File: src/sv/arp_pkg.sv
`timescale 1ns / 1ps
// ============================================================================
// arp_pkg
// Shared types, codes and constants of the ARP cache / next-hop block.
// ============================================================================
package arp_pkg;

    localparam int IP_W   = 32;
    localparam int MAC_W  = 48;
    localparam int DATA_W = 64;
    localparam int ADDR_W = 5;   // four 64-bit registers at 8-byte strides

    localparam logic [MAC_W-1:0] BROADCAST_MAC    = 48'hFFFF_FFFF_FFFF;
    localparam logic [MAC_W-1:0] FALLBACK_MAC_RST = 48'h5255_0A00_0202;

    typedef enum logic [1:0] {
        OP_CLEAR  = 2'd0,
        OP_ADD    = 2'd1,
        OP_LOOKUP = 2'd2,
        OP_ROUTE  = 2'd3
    } op_t;

    typedef enum logic [1:0] {
        REG_OWN_IP       = 2'd0,
        REG_SUBNET_MASK  = 2'd1,
        REG_GATEWAY_IP   = 2'd2,
        REG_FALLBACK_MAC = 2'd3
    } reg_idx_t;

    typedef enum logic [1:0] {
        S_IDLE,
        S_SCAN,
        S_DONE
    } state_t;

    typedef struct packed {
        logic [IP_W-1:0]  own_ip;
        logic [IP_W-1:0]  subnet_mask;
        logic [IP_W-1:0]  gateway_ip;
        logic [MAC_W-1:0] fallback_mac;
    } cfg_t;

    typedef struct packed {
        logic [IP_W-1:0]  ip;
        logic [MAC_W-1:0] mac;
    } entry_t;

    typedef struct packed {
        logic             hit;
        logic [MAC_W-1:0] mac_out;
        logic             on_subnet;
        logic [IP_W-1:0]  next_hop_ip;
    } result_t;

    // Result word for any opcode, given the outcome of the table search.
    function automatic result_t build_result(
        input op_t              op,
        input logic             found,
        input logic [MAC_W-1:0] found_mac,
        input logic             is_local,
        input logic [IP_W-1:0]  hop,
        input logic [MAC_W-1:0] fallback
    );
        result_t r;
        r = '0;
        case (op)
            OP_LOOKUP:
            begin
                r.hit     = found;
                r.mac_out = found ? found_mac : '0;
            end
            OP_ROUTE:
            begin
                r.hit         = found;
                r.on_subnet   = is_local;
                r.next_hop_ip = hop;
                if (found)
                    r.mac_out = found_mac;
                else
                    r.mac_out = is_local ? BROADCAST_MAC : fallback;
            end
            default:
            begin
                r = '0;
            end
        endcase
        return r;
    endfunction

endpackage

File: src/sv/arp_cache_next_hop.sv
`timescale 1ns / 1ps
// ============================================================================
// arp_cache_next_hop
// IPv4 to MAC address cache with next-hop selection and an APB config port.
// ============================================================================
// Each word is handled on its own. Clear and add pass from acceptance
// through the done state into the output register, and the next word is
// taken once the result has left the done state. Lookup and route scan the
// table through its single read port, one entry per cycle: from entry 0 up
// to the first matching entry, or on a miss up to the last filled entry.
// The result then passes through the done state into the output register,
// and the next word is taken after that. The next word is accepted even
// while that result is still stalled; a later result waits only while the
// output register stays stalled.
// Entries fill from index 0 upward; a full table overwrites entry 0.
module arp_cache_next_hop
    import arp_pkg::*;
#(
    parameter int ENTRIES = 16
)
(
    input  logic              clk,
    input  logic              rst_n,
    input  logic              psel,
    input  logic              penable,
    input  logic              pwrite,
    input  logic [ADDR_W-1:0] paddr,
    input  logic [DATA_W-1:0] pwdata,
    output logic [DATA_W-1:0] prdata,
    output logic              pready,
    input  logic              in_valid,
    output logic              in_stall,
    input  logic [1:0]        opcode,
    input  logic [IP_W-1:0]   query_ip,
    input  logic [MAC_W-1:0]  new_mac,
    output logic              out_valid,
    input  logic              out_stall,
    output logic              hit,
    output logic [MAC_W-1:0]  mac_out,
    output logic              on_subnet,
    output logic [IP_W-1:0]   next_hop_ip
);

    localparam int IDX_W = (ENTRIES > 1) ? $clog2(ENTRIES) : 1;
    localparam int CNT_W = $clog2(ENTRIES + 1);

    cfg_t             cfg;
    result_t          out_res;
    logic             mem_wr_en;
    logic [IDX_W-1:0] mem_wr_addr;
    entry_t           mem_wr_data;
    logic             mem_rd_en;
    logic [IDX_W-1:0] mem_rd_addr;
    entry_t           mem_rd_data;

    arp_regs u_regs (
        .clk     (clk),
        .rst_n   (rst_n),
        .psel    (psel),
        .penable (penable),
        .pwrite  (pwrite),
        .paddr   (paddr),
        .pwdata  (pwdata),
        .prdata  (prdata),
        .pready  (pready),
        .cfg     (cfg)
    );

    arp_table #(
        .ENTRIES (ENTRIES),
        .IDX_W   (IDX_W)
    ) u_table (
        .clk     (clk),
        .wr_en   (mem_wr_en),
        .wr_addr (mem_wr_addr),
        .wr_data (mem_wr_data),
        .rd_en   (mem_rd_en),
        .rd_addr (mem_rd_addr),
        .rd_data (mem_rd_data)
    );

    arp_ctrl #(
        .ENTRIES (ENTRIES),
        .IDX_W   (IDX_W),
        .CNT_W   (CNT_W)
    ) u_ctrl (
        .clk         (clk),
        .rst_n       (rst_n),
        .cfg         (cfg),
        .in_valid    (in_valid),
        .in_stall    (in_stall),
        .opcode      (opcode),
        .query_ip    (query_ip),
        .new_mac     (new_mac),
        .out_valid   (out_valid),
        .out_stall   (out_stall),
        .out_res     (out_res),
        .mem_wr_en   (mem_wr_en),
        .mem_wr_addr (mem_wr_addr),
        .mem_wr_data (mem_wr_data),
        .mem_rd_en   (mem_rd_en),
        .mem_rd_addr (mem_rd_addr),
        .mem_rd_data (mem_rd_data)
    );

    assign hit         = out_res.hit;
    assign mac_out     = out_res.mac_out;
    assign on_subnet   = out_res.on_subnet;
    assign next_hop_ip = out_res.next_hop_ip;

endmodule

File: src/sv/arp_regs.sv
`timescale 1ns / 1ps
// ============================================================================
// arp_regs
// APB register file: own address, netmask, gateway and fallback MAC.
// ============================================================================
module arp_regs
    import arp_pkg::*;
(
    input  logic              clk,
    input  logic              rst_n,
    input  logic              psel,
    input  logic              penable,
    input  logic              pwrite,
    input  logic [ADDR_W-1:0] paddr,
    input  logic [DATA_W-1:0] pwdata,
    output logic [DATA_W-1:0] prdata,
    output logic              pready,
    output cfg_t              cfg
);

    cfg_t     cfg_reg;
    cfg_t     cfg_next;
    reg_idx_t idx;
    logic     wr_en;

    assign idx    = reg_idx_t'(paddr[ADDR_W-1:3]);
    assign wr_en  = psel && penable && pwrite;
    assign pready = 1'b1;
    assign cfg    = cfg_reg;

    always_comb
    begin
        cfg_next = cfg_reg;
        if (wr_en)
        begin
            unique case (idx)
                REG_OWN_IP:       cfg_next.own_ip       = pwdata[IP_W-1:0];
                REG_SUBNET_MASK:  cfg_next.subnet_mask  = pwdata[IP_W-1:0];
                REG_GATEWAY_IP:   cfg_next.gateway_ip   = pwdata[IP_W-1:0];
                REG_FALLBACK_MAC: cfg_next.fallback_mac = pwdata[MAC_W-1:0];
                default:          cfg_next = cfg_reg;
            endcase
        end
    end

    always_ff @(posedge clk or negedge rst_n)
    begin
        if (!rst_n)
        begin
            cfg_reg.own_ip       <= '0;
            cfg_reg.subnet_mask  <= '0;
            cfg_reg.gateway_ip   <= '0;
            cfg_reg.fallback_mac <= FALLBACK_MAC_RST;
        end
        else
        begin
            cfg_reg <= cfg_next;
        end
    end

    always_comb
    begin
        unique case (idx)
            REG_OWN_IP:       prdata = DATA_W'(cfg_reg.own_ip);
            REG_SUBNET_MASK:  prdata = DATA_W'(cfg_reg.subnet_mask);
            REG_GATEWAY_IP:   prdata = DATA_W'(cfg_reg.gateway_ip);
            REG_FALLBACK_MAC: prdata = DATA_W'(cfg_reg.fallback_mac);
            default:          prdata = '0;
        endcase
    end

endmodule

File: src/sv/arp_table.sv
`timescale 1ns / 1ps
// ============================================================================
// arp_table
// Entry store: one write port, one read port, registered read data.
// ============================================================================
module arp_table
    import arp_pkg::*;
#(
    parameter int ENTRIES = 16,
    parameter int IDX_W   = 4
)
(
    input  logic             clk,
    input  logic             wr_en,
    input  logic [IDX_W-1:0] wr_addr,
    input  entry_t           wr_data,
    input  logic             rd_en,
    input  logic [IDX_W-1:0] rd_addr,
    output entry_t           rd_data
);

    entry_t mem [ENTRIES];
    entry_t rd_data_reg;

    always_ff @(posedge clk)
    begin
        if (wr_en)
            mem[wr_addr] <= wr_data;
    end

    always_ff @(posedge clk)
    begin
        if (rd_en)
            rd_data_reg <= mem[rd_addr];
    end

    assign rd_data = rd_data_reg;

endmodule

File: src/sv/arp_ctrl.sv
`timescale 1ns / 1ps
// ============================================================================
// arp_ctrl
// Sequencer: fill count, add placement, linear table scan, output word.
// ============================================================================
module arp_ctrl
    import arp_pkg::*;
#(
    parameter int ENTRIES = 16,
    parameter int IDX_W   = 4,
    parameter int CNT_W   = 5
)
(
    input  logic              clk,
    input  logic              rst_n,
    input  cfg_t              cfg,
    input  logic              in_valid,
    output logic              in_stall,
    input  logic [1:0]        opcode,
    input  logic [IP_W-1:0]   query_ip,
    input  logic [MAC_W-1:0]  new_mac,
    output logic              out_valid,
    input  logic              out_stall,
    output result_t           out_res,
    output logic              mem_wr_en,
    output logic [IDX_W-1:0]  mem_wr_addr,
    output entry_t            mem_wr_data,
    output logic              mem_rd_en,
    output logic [IDX_W-1:0]  mem_rd_addr,
    input  entry_t            mem_rd_data
);

    // Entries always fill from index 0 upward and clear resets the fill count,
    // so the valid entries are exactly indexes below the fill count.
    state_t           state_reg, state_next;
    logic [CNT_W-1:0] count_reg, count_next;
    logic [IDX_W-1:0] scan_idx_reg, scan_idx_next;
    op_t              op_reg, op_next;
    logic             local_reg, local_next;
    logic [IP_W-1:0]  target_reg, target_next;
    result_t          res_reg, res_next;
    result_t          out_res_reg, out_res_next;
    logic             out_valid_reg, out_valid_next;

    logic             accept;
    logic             full;
    logic             in_local;
    op_t              in_op;
    logic             scan_last;
    logic [IDX_W-1:0] scan_idx_inc;

    assign in_stall     = (state_reg != S_IDLE);
    assign accept       = in_valid && !in_stall;
    assign in_op        = op_t'(opcode);
    assign full         = (count_reg == CNT_W'(ENTRIES));
    assign in_local     = ((query_ip ^ cfg.own_ip) & cfg.subnet_mask) == '0;
    assign scan_last    = (CNT_W'(scan_idx_reg) == (count_reg - 1'b1));
    assign scan_idx_inc = scan_idx_reg + 1'b1;

    always_comb
    begin
        state_next     = state_reg;
        count_next     = count_reg;
        scan_idx_next  = scan_idx_reg;
        op_next        = op_reg;
        local_next     = local_reg;
        target_next    = target_reg;
        res_next       = res_reg;
        out_res_next   = out_res_reg;
        out_valid_next = out_valid_reg && out_stall;
        mem_wr_en      = 1'b0;
        mem_wr_addr    = full ? '0 : count_reg[IDX_W-1:0];
        mem_wr_data.ip  = query_ip;
        mem_wr_data.mac = new_mac;
        mem_rd_en      = 1'b0;
        mem_rd_addr    = '0;

        unique case (state_reg)
            S_IDLE:
            begin
                if (accept)
                begin
                    op_next     = in_op;
                    local_next  = (in_op == OP_ROUTE) && in_local;
                    target_next = (in_op == OP_ROUTE && !in_local) ? cfg.gateway_ip
                                                                    : query_ip;
                    res_next    = '0;
                    state_next  = S_DONE;
                    case (in_op)
                        OP_CLEAR:
                        begin
                            count_next = '0;
                        end
                        OP_ADD:
                        begin
                            mem_wr_en = 1'b1;
                            if (!full)
                                count_next = count_reg + 1'b1;
                        end
                        default:
                        begin
                            if (count_reg == '0)
                            begin
                                res_next = build_result(in_op, 1'b0, '0, local_next,
                                                        target_next, cfg.fallback_mac);
                            end
                            else
                            begin
                                mem_rd_en     = 1'b1;
                                mem_rd_addr   = '0;
                                scan_idx_next = '0;
                                state_next    = S_SCAN;
                            end
                        end
                    endcase
                end
            end
            S_SCAN:
            begin
                // read data here belongs to scan_idx_reg
                if (mem_rd_data.ip == target_reg)
                begin
                    res_next   = build_result(op_reg, 1'b1, mem_rd_data.mac, local_reg,
                                              target_reg, cfg.fallback_mac);
                    state_next = S_DONE;
                end
                else if (scan_last)
                begin
                    res_next   = build_result(op_reg, 1'b0, '0, local_reg,
                                              target_reg, cfg.fallback_mac);
                    state_next = S_DONE;
                end
                else
                begin
                    mem_rd_en     = 1'b1;
                    mem_rd_addr   = scan_idx_inc;
                    scan_idx_next = scan_idx_inc;
                end
            end
            S_DONE:
            begin
                if (!out_valid_reg || !out_stall)
                begin
                    out_res_next   = res_reg;
                    out_valid_next = 1'b1;
                    state_next     = S_IDLE;
                end
            end
            default:
            begin
                state_next = S_IDLE;
            end
        endcase
    end

    always_ff @(posedge clk or negedge rst_n)
    begin
        if (!rst_n)
        begin
            state_reg     <= S_IDLE;
            count_reg     <= '0;
            out_valid_reg <= 1'b0;
        end
        else
        begin
            state_reg     <= state_next;
            count_reg     <= count_next;
            out_valid_reg <= out_valid_next;
        end
    end

    always_ff @(posedge clk)
    begin
        scan_idx_reg <= scan_idx_next;
        op_reg       <= op_next;
        local_reg    <= local_next;
        target_reg   <= target_next;
        res_reg      <= res_next;
        out_res_reg  <= out_res_next;
    end

    assign out_valid = out_valid_reg;
    assign out_res   = out_res_reg;

`ifndef SYNTHESIS
    a_count_bound: assert property (@(posedge clk) disable iff (!rst_n)
        count_reg <= CNT_W'(ENTRIES))
        else $error("fill count above table depth");

    a_clear_empties: assert property (@(posedge clk) disable iff (!rst_n)
        (accept && in_op == OP_CLEAR) |=> count_reg == '0)
        else $error("clear did not empty the table");

    a_add_grows: assert property (@(posedge clk) disable iff (!rst_n)
        (accept && in_op == OP_ADD && !full) |=> count_reg == $past(count_reg) + 1'b1)
        else $error("add into free slot did not grow fill count");

    a_scan_in_range: assert property (@(posedge clk) disable iff (!rst_n)
        (state_reg == S_SCAN) |-> (CNT_W'(scan_idx_reg) < count_reg))
        else $error("scan index beyond valid entries");

    a_done_loads_out: assert property (@(posedge clk) disable iff (!rst_n)
        (state_reg == S_DONE && !out_valid_reg) |=> out_valid_reg && state_reg == S_IDLE)
        else $error("finished result not moved to output");
`endif

endmodule
File: config.mk
export PLATFORM = sky130hd
export DESIGN_NAME = arp_cache_next_hop
export DESIGN_NICKNAME = d
export VERILOG_FILES = /design/src/sv/arp_pkg.sv /design/src/sv/arp_cache_next_hop.sv /design/src/sv/arp_regs.sv /design/src/sv/arp_table.sv /design/src/sv/arp_ctrl.sv
export SDC_FILE = /design/constraint.sdc
export NUM_CORES = 2
export LEC_CHECK = 0
export BUFFER_PORTS_ARGS = -buffer_cell sky130_fd_sc_hd__buf_2
export CORE_MARGIN = 5
export CORE_UTILIZATION = 55
export DETAILED_ROUTE_END_ITERATION = 12
export GPL_ROUTABILITY_DRIVEN = 0
export PLACE_DENSITY = 0.78
export SYNTH_ARGS = -nofsm -noshare
export SYNTH_HDL_FRONTEND = slang
export SYNTH_SLANG_ARGS = --single-unit
File: constraint.sdc
create_clock -name clk -period 8.2 [get_ports clk]
set_input_delay 1.64 -clock clk [delete_from_list [all_inputs] [get_ports clk]]
set_output_delay 1.64 -clock clk [all_outputs]
set_load 0.03 [all_outputs]
==> results.tsv <==
metric	value	unit
fillCellCount	8283	
yosysTopAreaCell	edfxtp_1	
drc	0	
drive_gt1_frac	0.209	
start_util	0.555	
via_count	40571	
ys.flop_type	edfxtp_1	
utilization	0.626	
slew_violations	0	
period_share	0.659	
clkLatencyLatePin	0.79	ns
power.internal	16.6	mW
seqCellArea	0.0508	sq mm
worstReg2RegStart	u_ctrl.count_reg[0]	
final_cell_mix	edfxtp_1 (1563), buf_2 (269), mux2_2 (255), clkbuf_16 (170), mux2i_1 (162)	
fin_crit	5.41	ns
die_area	0.130	sq mm
routed.top_layer	met5	
largest_reg_flops	1280	
power.share.clock	0.307	
ys_seq_area_frac	0.749	
wl_met1	67900	microns
peakVddDrop	0.238	mV
drt-wirelength-per-cell	30.7	microns
clockBufferDepth	3	
grt_max_degree	157	
rsz0062_at_grt	false	
multi_input_area	0.0161	sq mm
numPortBuffers	270	
wl_met3	24600	microns
synthCells	4064	
required	6.56	ns
syn_to_final_growth	12.9	%
nets	4480	
end_kind	primary output	
grt_overflow	0	
post-route-worst-setup-slack	2.79	ns
holdWs	0.419	ns
clock_sinks	1715	
r2r-end	u_table.rd_data[2]	
final_common_cell	edfxtp_1	
synth_area_leaders	edfxtp_1 (69%), dfrtp_1 (5.2%), mux2_2 (4.2%)	
track_usage	0.280	
status	complete, no violations	
fin_worst_skew	0.0508	ns
switchingPower	7.50	mW
cts-resized-gates	0	
synth_cell_types	55	
instances_no_fill	6096	
cap_violations	0	
fp.dieW	361	microns
worstHoldPathType	reg -> reg	
fin_area	0.0765	sq mm
yosys_register_bits	1715	
p_leak	25.4	nW
fmax	0.185	GHz
pre_cts_slack	2.77	ns
setup-tns-final	0	ns
p_per_area	315	mW/mm^2
firstDrtPassIters	6	
postSynthAreaPerCell	16.7	sq um
rr_worst_depth	12	
setup_viol	0	
wl_met2	86300	microns
hpwl	104000	microns
max-slew-margin-rel	0.144	
hold_path_depth	0	
pwr-share-seq	0.466	
post_cts_buffers	0	
num_io_pins	307	
synth_edf_count	1563	
finalHoldViolations	0	
min_from	u_ctrl.res_reg[2]	
power	24.1	mW
drtIter0Drc	5471	
viasPerCell	6.66	
r2r_slack	3.04	ns
synthArstFlopShare	0.0886	
cts_buffers	164	
grt_first_pass_wirelength	268000	microns
num_rows	128	
place_area	0.0712	sq mm
coreArea	0.122	sq mm
combPwrFrac	0.227	
grt_pass1_vias	39639	
swShare	0.312	
cp-start-kind	primary input	
ys_warn_count	0	
root_buffer	clkbuf_16	
die_height	361	microns
min_to	u_ctrl.out_res[2]	
ant_nets	0	
dp_cells	5774	
netlist_area	0.0677	sq mm
antenna_found_initial	31	
hold_buffers	0	
path_clk_slew	0.06	ns
worstMarginPinSlew	1.28	ns
crit_fanout	27	
wirelength	187000	microns
path_class	in -> out	
cp.arrival	3.77	ns
cts_tree	built	
htreeDepth	4	
yosysTopAreaCellShare	0.693	
==> worst max-delay path by stage <==
stage,from,to,slack [ns],cells past startpoint
global placement,paddr[3],prdata[3],2.77,4
global route,paddr[3],prdata[3],2.68,4
finish,paddr[3],prdata[3],2.79,4
floorplan,opcode[0],u_table.mem[12][0],1.90,4
CTS,paddr[3],prdata[3],2.76,4
detailed placement,paddr[3],prdata[3],2.77,4
==> cells by family after synthesis <==
logic type / after synthesis / share of synthesized area
flip-flops: 1715 / 0.749
AO/OA/AOI/OAI: 913 / 0.0973
AND/OR/NAND/NOR: 598 / 0.0460
multiplexers: 450 / 0.0773
buffers and inverters: 306 / 0.0191
XOR/XNOR: 73 / 0.00944
adder cells (fa/ha/maj): 7 / 0.00129
other: 2 / 0.000111
==> layout make-up <==
type,count,area share
multi-input cells,2058,0.210
flip-flops and latches,1715,0.664
clock inverters,83,0.00992
well taps,1625,0.0266
repair buffers,366,0.0296
diodes,20,0.000655
clock buffers,219,0.0586
inverters,10,0.000524
==> critical path, stage by stage <==
cell and delay (ns):
buf_2 0.78, buf_4 0.50, mux4_2 0.61, buf_2 0.22
==> metal layers <==
layer	track usage	up-vias
li1	-	16805
met1	0.375	20303
met2	0.434	2950
met3	0.0852	493
met4	0.119	20
met5	0	-
==> power groups by stage <==
stage                     Combinational (mW)  Sequential, mW  Clock, mW
after floorplan                         3.05            11.4          0
after global placement                  5.23            11.3          0
after detailed placement                5.33            11.4          0
after CTS                               5.36            11.2       7.42
after global routing                    5.71            11.2       7.81
final                                   5.47            11.2       7.38
==> synth_stat cells (23+ instances only) <==
cell	count
a2111oi_0	78
a211oi_1	82
a21oi_1	159
a221o_1	48
a22o_1	32
a22oi_1	93
a2bb2oi_1	78
a311oi_1	77
and2_1	78
buf_1	28
buf_2	46
buf_4	23
clkbuf_1	199
dfrtp_1	141
edfxtp_1	1563
mux2_2	255
mux2i_1	162
mux4_2	33
nand2_1	112
nand3_1	84
nor2_1	104
nor2b_1	82
o211ai_1	78
o21ai_0	90
o22ai_1	85
or3_1	79
xnor2_1	37
xor2_1	36
No activity file was read; power rests on OpenSTA's default activity.
